`src/sv/heading_pid_controller_assert.svh`:
```
// assertion macros for the heading pid controller
`ifndef HEADING_PID_CONTROLLER_ASSERT_SVH
`define HEADING_PID_CONTROLLER_ASSERT_SVH

// same-cycle implication, clocked on clk, off during reset
`define HPID_ASSERT_NOW(lbl, ante, cons, msg) \
	lbl: assert property (@(posedge clk) disable iff (!arst_n) (ante) |-> (cons)) \
		else $error(msg);

// next-cycle implication, clocked on clk, off during reset
`define HPID_ASSERT_NEXT(lbl, ante, cons, msg) \
	lbl: assert property (@(posedge clk) disable iff (!arst_n) (ante) |=> (cons)) \
		else $error(msg);

`endif

```
`src/sv/hpid_pkg.sv`:
```
// shared widths, step counts and unit control type of the heading pid controller
`default_nettype none

package hpid_pkg;

	// field and state widths
	localparam int GAIN_W  = 24;
	localparam int ANG_W   = 15;
	localparam int T_W     = 16;
	localparam int INTEG_W = 48;
	localparam int PREV_W  = 16;

	// serial multiplier: gain times a 48-bit operand
	localparam int MUL_B_W   = 48;
	localparam int MUL_P_W   = GAIN_W + MUL_B_W;
	localparam int MUL_STEPS = MUL_B_W;

	// angle scale of 64 is a right shift
	localparam int ANGLE_SHIFT = 6;

	// serial divider: numerator is the product after the angle shift
	localparam int DIV_N_W   = MUL_P_W - ANGLE_SHIFT;
	localparam int DIV_D_W   = T_W;
	localparam int DIV_STEPS = DIV_N_W;

	// term magnitudes and signed sum
	localparam int P_W   = 33;
	localparam int I_W   = 56;
	localparam int D_W   = 45;
	localparam int SUM_W = 58;

	// sequencer step counter
	localparam int CNT_W = $clog2(DIV_STEPS);
	localparam logic [CNT_W-1:0] MUL_LAST = CNT_W'(MUL_STEPS - 1);
	localparam logic [CNT_W-1:0] DIV_LAST = CNT_W'(DIV_STEPS - 1);

	// milliseconds per second
	localparam logic [DIV_D_W-1:0] MS_PER_S = 16'd1000;

	// load and step strobes from the sequencer to a serial unit
	typedef struct packed {
		logic load;
		logic step;
	} unit_ctl_t;

endpackage

`default_nettype wire

```
`src/sv/hpid_serial_mul.sv`:
```
// bit-serial shift-add multiplier, one multiplier bit per cycle while step is asserted
`default_nettype none

module hpid_serial_mul (
	input  wire                              clk,
	input  hpid_pkg::unit_ctl_t              ctl,
	input  wire  [hpid_pkg::GAIN_W-1:0]      multiplicand,
	input  wire  [hpid_pkg::MUL_B_W-1:0]     multiplier,
	output logic [hpid_pkg::MUL_P_W-1:0]     product
);

	logic [hpid_pkg::GAIN_W-1:0]  mcand_q;
	logic [hpid_pkg::GAIN_W-1:0]  hi_q;
	logic [hpid_pkg::MUL_B_W-1:0] lo_q;
	logic [hpid_pkg::GAIN_W:0]    partial;

	// add the multiplicand when the current multiplier bit is set
	assign partial = {1'b0, hi_q} + (lo_q[0] ? {1'b0, mcand_q} : '0);

	// shift the running product right one bit per step
	always_ff @(posedge clk) begin
		if (ctl.load) begin
			mcand_q <= multiplicand;
			hi_q    <= '0;
			lo_q    <= multiplier;
		end else if (ctl.step) begin
			hi_q <= partial[hpid_pkg::GAIN_W:1];
			lo_q <= {partial[0], lo_q[hpid_pkg::MUL_B_W-1:1]};
		end
	end

	assign product = {hi_q, lo_q};

endmodule

`default_nettype wire

```
`src/sv/hpid_serial_div.sv`:
```
// bit-serial restoring divider, one quotient bit per cycle while step is asserted
`default_nettype none

module hpid_serial_div (
	input  wire                              clk,
	input  hpid_pkg::unit_ctl_t              ctl,
	input  wire  [hpid_pkg::DIV_N_W-1:0]     numerator,
	input  wire  [hpid_pkg::DIV_D_W-1:0]     divisor,
	output logic [hpid_pkg::DIV_N_W-1:0]     quotient
);

	logic [hpid_pkg::DIV_N_W-1:0] num_q;
	logic [hpid_pkg::DIV_D_W:0]   rem_q;
	logic [hpid_pkg::DIV_D_W-1:0] dvs_q;
	logic [hpid_pkg::DIV_D_W:0]   shifted;
	logic                         fits;

	// bring down the next numerator bit and trial subtract
	assign shifted = {rem_q[hpid_pkg::DIV_D_W-1:0], num_q[hpid_pkg::DIV_N_W-1]};
	assign fits    = shifted >= {1'b0, dvs_q};

	// quotient bits shift in where the numerator bits leave
	always_ff @(posedge clk) begin
		if (ctl.load) begin
			num_q <= numerator;
			rem_q <= '0;
			dvs_q <= divisor;
		end else if (ctl.step) begin
			rem_q <= fits ? (shifted - {1'b0, dvs_q}) : shifted;
			num_q <= {num_q[hpid_pkg::DIV_N_W-2:0], fits};
		end
	end

	assign quotient = num_q;

endmodule

`default_nettype wire

```
`src/sv/heading_pid_controller.sv`:
```
// heading pid controller top level: sequencer, state, serial multipliers and dividers
//
// One heading sample in, one control word out. A new input transfer is taken
// only once the previous item has left the sequencer, and the last step waits
// while an earlier result is still held in the output register. A finished
// result waits in the output register while the next item is already being
// worked on. The bit-serial units set the pace: three shift-add multipliers run
// 48 steps side by side (gain times error, integral and error change), then two
// restoring dividers run 66 steps side by side (integral term by 1000,
// derivative term by the elapsed time), followed by the wrap, integral update,
// unit loads and final sum and saturation. Gains are to be written through the
// cfg port only while no item is in flight; the block itself does not enforce
// this. A write to an unknown index is ignored. There is no clearing pass after
// reset.
`default_nettype none

module heading_pid_controller (
	input  wire         clk,
	input  wire         arst_n,
	// input stream
	input  wire         s_tvalid,
	output logic        s_tready,
	input  wire  [47:0] s_tdata,   // heading[14:0], target[29:15], elapsed_ms[45:30], restart[46]
	// output stream
	output logic        m_tvalid,
	input  wire         m_tready,
	output logic [47:0] m_tdata,   // control[31:0], clockwise[32], heading_error[47:33]
	// configuration writes
	input  wire         cfg_we,
	input  wire  [1:0]  cfg_index,
	input  wire  [23:0] cfg_data
);

	localparam logic [1:0] REG_GAIN_P = 2'd0;
	localparam logic [1:0] REG_GAIN_I = 2'd1;
	localparam logic [1:0] REG_GAIN_D = 2'd2;

	localparam logic [hpid_pkg::GAIN_W-1:0] GAIN_P_RST = 24'd3932;
	localparam logic [hpid_pkg::GAIN_W-1:0] GAIN_I_RST = 24'd1311;
	localparam logic [hpid_pkg::GAIN_W-1:0] GAIN_D_RST = 24'd328;

	localparam logic signed [15:0] HALF_TURN = 16'sd11520;
	localparam logic signed [15:0] FULL_TURN = 16'sd23040;

	localparam logic [hpid_pkg::INTEG_W-1:0] INTEG_MAX = {1'b0, {(hpid_pkg::INTEG_W-1){1'b1}}};
	localparam logic [hpid_pkg::INTEG_W-1:0] INTEG_MIN = {1'b1, {(hpid_pkg::INTEG_W-1){1'b0}}};

	typedef enum logic [3:0] {
		ST_IDLE,
		ST_PREP,
		ST_ACC,
		ST_START,
		ST_MUL,
		ST_DIVLD,
		ST_DIV,
		ST_SUM1,
		ST_SUM2,
		ST_SAT
	} state_t;

	state_t state_q;
	logic [hpid_pkg::CNT_W-1:0]   cnt_q;
	logic [hpid_pkg::GAIN_W-1:0]  gain_p_q;
	logic [hpid_pkg::GAIN_W-1:0]  gain_i_q;
	logic [hpid_pkg::GAIN_W-1:0]  gain_d_q;
	logic [hpid_pkg::INTEG_W-1:0] integ_q;
	logic [hpid_pkg::PREV_W-1:0]  prev_q;
	logic                         m_tvalid_q;
	logic [47:0]                  m_tdata_q;

	// per-item working registers
	logic [hpid_pkg::ANG_W-1:0]   err_q;
	logic [hpid_pkg::T_W-1:0]     t_q;
	logic [16:0]                  de_q;
	logic [hpid_pkg::INTEG_W-1:0] base_q;
	logic [30:0]                  et_q;
	logic [25:0]                  de1000_q;
	logic [hpid_pkg::SUM_W-1:0]   sp_q;
	logic [hpid_pkg::SUM_W-1:0]   pi_q;
	logic [hpid_pkg::SUM_W-1:0]   sum_q;

	logic                         in_xfer;
	logic signed [15:0]           head_x;
	logic signed [15:0]           tgt_x;
	logic signed [15:0]           diff;
	logic signed [15:0]           wrapped;
	logic [hpid_pkg::PREV_W-1:0]  prev_base;
	logic [16:0]                  de_new;
	logic [15:0]                  de_mag;
	logic [hpid_pkg::ANG_W-1:0]   err_mag;
	logic signed [31:0]           et_full;
	logic [hpid_pkg::INTEG_W:0]   acc_sum;
	logic [hpid_pkg::INTEG_W-1:0] acc_sat;
	logic [hpid_pkg::INTEG_W-1:0] integ_mag;

	hpid_pkg::unit_ctl_t          mul_ctl;
	hpid_pkg::unit_ctl_t          div_ctl;
	logic [hpid_pkg::MUL_P_W-1:0] prod_p;
	logic [hpid_pkg::MUL_P_W-1:0] prod_i;
	logic [hpid_pkg::MUL_P_W-1:0] prod_d;
	logic [hpid_pkg::DIV_N_W-1:0] quo_i;
	logic [hpid_pkg::DIV_N_W-1:0] quo_d;

	logic [hpid_pkg::P_W-1:0]     p_val;
	logic [hpid_pkg::SUM_W-1:0]   p_ext;
	logic [hpid_pkg::SUM_W-1:0]   i_ext;
	logic [hpid_pkg::SUM_W-1:0]   d_ext;
	logic                         sum_fits;
	logic [31:0]                  control_sat;
	logic                         clockwise;

	// output fields as seen by the checks
	logic signed [hpid_pkg::ANG_W-1:0] res_err;
	logic signed [31:0]                res_control;
	logic                              res_err_ok;
	logic                              res_cw_ok;

	assign s_tready = (state_q == ST_IDLE);
	assign in_xfer  = s_tvalid && s_tready;
	assign m_tvalid = m_tvalid_q;
	assign m_tdata  = m_tdata_q;

	// heading error wrapped once into half a turn either way
	assign head_x = {s_tdata[14], s_tdata[14:0]};
	assign tgt_x  = {s_tdata[29], s_tdata[29:15]};
	assign diff   = head_x - tgt_x;
	always_comb begin
		if (diff > HALF_TURN) begin
			wrapped = diff - FULL_TURN;
		end else if (diff < -HALF_TURN) begin
			wrapped = diff + FULL_TURN;
		end else begin
			wrapped = diff;
		end
	end

	// error change against the previous error, cleared on restart
	assign prev_base = s_tdata[46] ? '0 : prev_q;
	assign de_new    = {wrapped[15], wrapped} - {prev_base[15], prev_base};

	// error times elapsed time and scaled error change
	assign et_full = $signed(err_q) * $signed({1'b0, t_q});
	assign de_mag  = de_q[16] ? 16'(-de_q) : de_q[15:0];

	// integral update with 48-bit saturation
	assign acc_sum = {base_q[hpid_pkg::INTEG_W-1], base_q}
		+ {{(hpid_pkg::INTEG_W - 30){et_q[30]}}, et_q};
	assign acc_sat = (acc_sum[hpid_pkg::INTEG_W] != acc_sum[hpid_pkg::INTEG_W-1])
		? (acc_sum[hpid_pkg::INTEG_W] ? INTEG_MIN : INTEG_MAX)
		: acc_sum[hpid_pkg::INTEG_W-1:0];

	// operand magnitudes for the multipliers
	assign err_mag   = err_q[hpid_pkg::ANG_W-1] ? -err_q : err_q;
	assign integ_mag = integ_q[hpid_pkg::INTEG_W-1] ? -integ_q : integ_q;

	// serial unit strobes
	assign mul_ctl.load = (state_q == ST_START);
	assign mul_ctl.step = (state_q == ST_MUL);
	assign div_ctl.load = (state_q == ST_DIVLD);
	assign div_ctl.step = (state_q == ST_DIV);

	hpid_serial_mul u_mul_p (
		.clk          (clk),
		.ctl          (mul_ctl),
		.multiplicand (gain_p_q),
		.multiplier   ({{(hpid_pkg::MUL_B_W - hpid_pkg::ANG_W){1'b0}}, err_mag}),
		.product      (prod_p)
	);

	hpid_serial_mul u_mul_i (
		.clk          (clk),
		.ctl          (mul_ctl),
		.multiplicand (gain_i_q),
		.multiplier   (integ_mag),
		.product      (prod_i)
	);

	hpid_serial_mul u_mul_d (
		.clk          (clk),
		.ctl          (mul_ctl),
		.multiplicand (gain_d_q),
		.multiplier   ({{(hpid_pkg::MUL_B_W - 26){1'b0}}, de1000_q}),
		.product      (prod_d)
	);

	hpid_serial_div u_div_i (
		.clk       (clk),
		.ctl       (div_ctl),
		.numerator (prod_i[hpid_pkg::MUL_P_W-1:hpid_pkg::ANGLE_SHIFT]),
		.divisor   (hpid_pkg::MS_PER_S),
		.quotient  (quo_i)
	);

	hpid_serial_div u_div_d (
		.clk       (clk),
		.ctl       (div_ctl),
		.numerator (prod_d[hpid_pkg::MUL_P_W-1:hpid_pkg::ANGLE_SHIFT]),
		.divisor   (t_q),
		.quotient  (quo_d)
	);

	// term magnitudes widened to the sum width
	assign p_val = prod_p[hpid_pkg::ANGLE_SHIFT +: hpid_pkg::P_W];
	assign p_ext = {{(hpid_pkg::SUM_W - hpid_pkg::P_W){1'b0}}, p_val};
	assign i_ext = {{(hpid_pkg::SUM_W - hpid_pkg::I_W){1'b0}}, quo_i[hpid_pkg::I_W-1:0]};
	assign d_ext = (t_q == '0) ? '0
		: {{(hpid_pkg::SUM_W - hpid_pkg::D_W){1'b0}}, quo_d[hpid_pkg::D_W-1:0]};

	// final saturation to 32 bits and sign flag
	assign sum_fits = (&sum_q[hpid_pkg::SUM_W-1:31]) || !(|sum_q[hpid_pkg::SUM_W-1:31]);
	assign control_sat = sum_fits ? sum_q[31:0]
		: (sum_q[hpid_pkg::SUM_W-1] ? 32'h8000_0000 : 32'h7FFF_FFFF);
	assign clockwise = !sum_q[hpid_pkg::SUM_W-1] && (sum_q != '0);

	// sequencer, gains, controller state and output register
	always_ff @(posedge clk or negedge arst_n) begin
		if (!arst_n) begin
			state_q    <= ST_IDLE;
			cnt_q      <= '0;
			gain_p_q   <= GAIN_P_RST;
			gain_i_q   <= GAIN_I_RST;
			gain_d_q   <= GAIN_D_RST;
			integ_q    <= '0;
			prev_q     <= '0;
			m_tvalid_q <= 1'b0;
			m_tdata_q  <= '0;
		end else begin
			if (cfg_we) begin
				case (cfg_index)
					REG_GAIN_P: gain_p_q <= cfg_data;
					REG_GAIN_I: gain_i_q <= cfg_data;
					REG_GAIN_D: gain_d_q <= cfg_data;
					default: begin
					end
				endcase
			end
			// output register empties on a transfer unless a new result loads it
			if (m_tvalid_q && m_tready && (state_q != ST_SAT)) begin
				m_tvalid_q <= 1'b0;
			end
			case (state_q)
				ST_IDLE: begin
					if (s_tvalid) begin
						state_q <= ST_PREP;
					end
				end
				ST_PREP: begin
					state_q <= ST_ACC;
				end
				ST_ACC: begin
					integ_q <= acc_sat;
					prev_q  <= {err_q[hpid_pkg::ANG_W-1], err_q};
					state_q <= ST_START;
				end
				ST_START: begin
					cnt_q   <= hpid_pkg::MUL_LAST;
					state_q <= ST_MUL;
				end
				ST_MUL: begin
					if (cnt_q == '0) begin
						state_q <= ST_DIVLD;
					end else begin
						cnt_q <= cnt_q - 1'b1;
					end
				end
				ST_DIVLD: begin
					cnt_q   <= hpid_pkg::DIV_LAST;
					state_q <= ST_DIV;
				end
				ST_DIV: begin
					if (cnt_q == '0) begin
						state_q <= ST_SUM1;
					end else begin
						cnt_q <= cnt_q - 1'b1;
					end
				end
				ST_SUM1: begin
					state_q <= ST_SUM2;
				end
				ST_SUM2: begin
					state_q <= ST_SAT;
				end
				ST_SAT: begin
					if (!m_tvalid_q || m_tready) begin
						m_tdata_q  <= {err_q, clockwise, control_sat};
						m_tvalid_q <= 1'b1;
						state_q    <= ST_IDLE;
					end
				end
				default: begin
					state_q <= ST_IDLE;
				end
			endcase
		end
	end

	// per-item datapath registers
	always_ff @(posedge clk) begin
		if (in_xfer) begin
			err_q  <= wrapped[hpid_pkg::ANG_W-1:0];
			t_q    <= s_tdata[45:30];
			de_q   <= de_new;
			base_q <= s_tdata[46] ? '0 : integ_q;
		end
		if (state_q == ST_PREP) begin
			et_q     <= et_full[30:0];
			de1000_q <= 26'(de_mag) * 26'(hpid_pkg::MS_PER_S);
		end
		if (state_q == ST_DIVLD) begin
			sp_q <= err_q[hpid_pkg::ANG_W-1] ? -p_ext : p_ext;
		end
		if (state_q == ST_SUM1) begin
			pi_q <= integ_q[hpid_pkg::INTEG_W-1] ? (sp_q - i_ext) : (sp_q + i_ext);
		end
		if (state_q == ST_SUM2) begin
			sum_q <= de_q[16] ? (pi_q - d_ext) : (pi_q + d_ext);
		end
	end

	// output fields for the checks
	assign res_err     = m_tdata_q[47:33];
	assign res_control = m_tdata_q[31:0];
	assign res_err_ok  = (res_err >= -HALF_TURN) && (res_err <= HALF_TURN);
	assign res_cw_ok   = m_tdata_q[32] == (res_control > 32'sd0);

	// checks on sequencing and result consistency
`include "heading_pid_controller_assert.svh"

	`HPID_ASSERT_NEXT(a_busy_after_accept, in_xfer, !s_tready, "input taken while busy")
	`HPID_ASSERT_NOW(a_error_range, m_tvalid, res_err_ok, "heading error outside half turn")
	`HPID_ASSERT_NOW(a_clockwise_sign, m_tvalid, res_cw_ok, "clockwise flag disagrees with control")

endmodule

`default_nettype wire
```
`config.mk`:
```
export PLATFORM = sky130hd
export DESIGN_NAME = heading_pid_controller
export DESIGN_NICKNAME = d
export VERILOG_FILES = /design/src/sv/hpid_pkg.sv /design/src/sv/hpid_serial_mul.sv /design/src/sv/hpid_serial_div.sv /design/src/sv/heading_pid_controller.sv
export VERILOG_INCLUDE_DIRS = /design/src /design/src/sv
export SDC_FILE = /design/constraint.sdc
export NUM_CORES = 2
export LEC_CHECK = 0
export BUFFER_PORTS_ARGS = -buffer_cell sky130_fd_sc_hd__buf_2
export CAP_MARGIN = 20
export CORE_AREA = 2 2 368 370
export CTS_CLUSTER_SIZE = 8
export DETAILED_ROUTE_END_ITERATION = 7
export DIE_AREA = 0 0 370 372
export GPL_TIMING_DRIVEN = 0
export PLACE_DENSITY = 0.71
export SLEW_MARGIN = 20
export SYNTH_ARGS = -nofsm -noshare
export SYNTH_HDL_FRONTEND = slang
export SYNTH_SLANG_ARGS = --single-unit
```
`constraint.sdc`:
```
create_clock -name clk -period 12.3 [get_ports clk]
set_input_delay 0.615 -clock clk [delete_from_list [all_inputs] [get_ports clk]]
set_output_delay 0.615 -clock clk [all_outputs]
set_load 0.005 [all_outputs]
```
==> impl_metrics.toml <==
[synth]
synth_top_cell_by_area = "edfxtp_1"
syn_area_um2 = 66300
synthDominantCellAreaShare_pct = 28.7
ys.flop_type = "edfxtp_1"
synth.yosys.seq_area_share_pct = 40.9
yosysWarnings = 0
post_synth_num_cell_types = 81
syn_avg_cell_area_um2 = 9.49
ys_ff_latch = 987
syn_inst = 6980
synth_nets = 7754
synth_edf_count = 633
async_flop_share_pct = 19.8
yosys-top-cells-area = "edfxtp_1 29%, ha_1 8.6%, fa_1 7.3%"

[detailed_routing]
first_pass_iters = 8
drtIter0Drc = 4660
num_vias = 52800
routed_wl_um = 187000
drc = 0
antenna_left = 0
vias_per_cell = 5.74
wire_per_inst_um = 20.3

[global_routing]
grt_max_degree = 93
grt_usage_pct = 27.0
grt_pass1_vias = 51600
grt_pass1_wl_um = 289000
grt-ovfl-total = 0
antenna_found_initial = 6

[layout]
syn_to_final_growth_pct = 11.9
final_cell_mix = "1204 x nand2_1, 633 x edfxtp_1, 508 x a21oi_1"
final_common_cell = "nand2_1"
nets = 8069
layout-drive-gt1-share_pct = 6.72

[floorplanning]
die_area_um2 = 138000
core_um2 = 134000
die_height_um = 372
rows = 135
initial_core_util_pct = 49.3
ioPinCount = 129
die_x_um = 370

[worst_setup_path]
reg2regPathDepth = 21
arrival_ns = 9.17
crit_fanout = 10
end_kind = "flip-flop"
crit_end = "et_q[23]"
startpoint = "err_q[14]"
cpPeakStageDelay_ns = 0.83
path_cells = "clkbuf_1 > clkinv_1 > buf_1 > nor2_1 > fa_1 > fa_1 > fa_1 > fa_1 > fa_1 > inv_1 > fa_1 > inv_1 > ha_1 > o21ai_0 > o21bai_1 > a221oi_1 > a211oi_1 > a21o_1 > a21o_1 > a21oi_1 > xnor2_1"
cp.depth = 21
critPathLaunchType = "flip-flop"
cpLargestDelayFamily = "adder cells"
cpMostUsedCell = "fa_1"
critical_path_buf_inv_count = 5
required_ns = 12.77
rr_endpoint = "et_q[23]"
rr_startpoint = "err_q[14]"
criticalPathCategory = "flip-flop to flip-flop"
cp_slowest_cell = "clkinv_1"
r2r_slack_ns = 3.60

[sta]
worst_slew_pin_slew_ns = 1.10
slew_violations = 0
slew_headroom_pct = 27.0
rsz0062_at_grt = "false"
tns_ns = 0
final-hold-violation-count = 0
fmax_mhz = 115
period_share_pct = 70.7
fin_skew_ns = 0.0380
post-route-min-period_ns = 8.70
setup_viol = 0
whs_ns = 0.136

[clocking]
clock_sinks = 987
clk_latency_ns = 0.79
ctsResizeCount = 0
root_buffer = "clkbuf_16"
postCtsHoldBufs = 17
cts.reportedPaths.clkPinSlew_ns = 0.05
htreeDepth = 4
postCtsSetupBuffers = 0
numCtsBuffers = 144
tritoncts = "done"
cts_buffer_depth = 3

[flow_run]
maxCapViolations = 0

[place]
hpwl_um = 144000
gp_congestion = 0.966
place.port_buffers = 126

[worst_hold_path]
hp-class = "input pin to flip-flop"
holdPathStages = 2

[outcome]
status = "finished, final reports clean"
==> flip-flops by register name, summed over array words and instances, names as in the netlist, 23 cells and up <==
register          flops
base_q               48
de1000_q             23
et_q                 31
gain_d_q             24
gain_i_q             24
gain_p_q             24
integ_q              48
m_tdata              48
pi_q                 58
sp_q                 58
sum_q                58
u_div_d.quotient     66
u_div_i.quotient     66
u_mul_d.hi_q         24
u_mul_d.lo_q         48
u_mul_d.mcand_q      24
u_mul_i.hi_q         24
u_mul_i.lo_q         48
u_mul_i.mcand_q      24
u_mul_p.hi_q         24
u_mul_p.lo_q         48
u_mul_p.mcand_q      24
==> worst reg2reg max path, cell delays in order, from the launching register on <==
cell and delay, ns:
edfxtp_1 0.34, clkbuf_1 0.56, clkinv_1 0.83, buf_1 0.62, nor2_1 0.31, fa_1 0.48, fa_1 0.53, fa_1 0.55
fa_1 0.52, fa_1 0.56, inv_1 0.06, fa_1 0.54, inv_1 0.05, ha_1 0.39, o21ai_0 0.12, o21bai_1 0.22
a221oi_1 0.14, a211oi_1 0.54, a21o_1 0.25, a21o_1 0.13, a21oi_1 0.07, xnor2_1 0.60
==> Yosys cell counts (177+ instances only) <==
master,count
xor2_1,182
fa_1,241
edfxtp_1,633
clkbuf_1,277
inv_1,469
xnor2_1,286
a21oi_1,508
ha_1,454
nor2_1,379
dfrtp_1,177
and2_1,187
o21ai_0,369
nand2_1,1204
==> worst min-delay path by stage <==
stage	startpoint	to	slack (ns)
2_1_floorplan	arst_n	cnt_q[0]	0.32
3_3_place_gp	gain_p_q[7]	u_mul_p.mcand_q[7]	0.42
3_5_place_dp	gain_i_q[19]	u_mul_i.mcand_q[19]	0.43
6_report	cfg_data[20]	gain_i_q[20]	0.14
5_1_grt	cfg_data[20]	gain_p_q[20]	0.11
4_1_cts	cfg_data[20]	gain_p_q[20]	0.1
==> cell type report <==
type	instances	area (um2)
diodes	1	2.50
inverters	471	1780
plain buffers	301	1140
clock buffers	252	4120
clock inverters	15	258
fillers	11900	60200
multi-input cells	5221	36300
well taps	1781	2230
repair buffers	169	1190
flip-flops and latches	987	27100
==> logic make-up (layout without fill, tap and decap cells) <==
kind of cell	Yosys count	after routing	synth area share [%]
and+or+nand+nor	2458	2458	17.1
AOI/OAI and AO/OA	1497	1497	13.9
DFF	987	987	40.9
buffers and inverters	772	1208	4.37
adders and majority gates	696	696	15.9
xor gates and xnor gates	468	468	6.19
muxes	102	102	1.71
other	0	1	0
==> layer usage <==
| metal | track usage [%] | routed length, um | share of wire [%] | vias to the layer above |
|---|---|---|---|---|
| li1 | - | - | - | 25000 |
| met1 | 35.8 | 79400 | 43 | 25400 |
| met2 | 43.8 | 85700 | 46 | 1948 |
| met3 | 4.30 | 13300 | 7.1 | 418 |
| met4 | 11.8 | 8210 | 4.4 | 4 |
| met5 | 0 | 27 | 0.014 | - |
==> per-stage QoR <==
stage	area, um2	cells	setup slack, ns	utilization, %
after floorplan	66300	6980	6.02	-
after global placement	69100	8887	3.63	51.5
after detailed placement	69600	8913	3.76	51.8
after CTS	74100	9197	3.68	55.2
after global routing	74100	9197	3.25	55.2
final	74100	9198	3.60	55.2
Power is left out: the tool's default activity adds up to more than one toggle a clock period on the data nets, which glitch-free logic cannot reach.
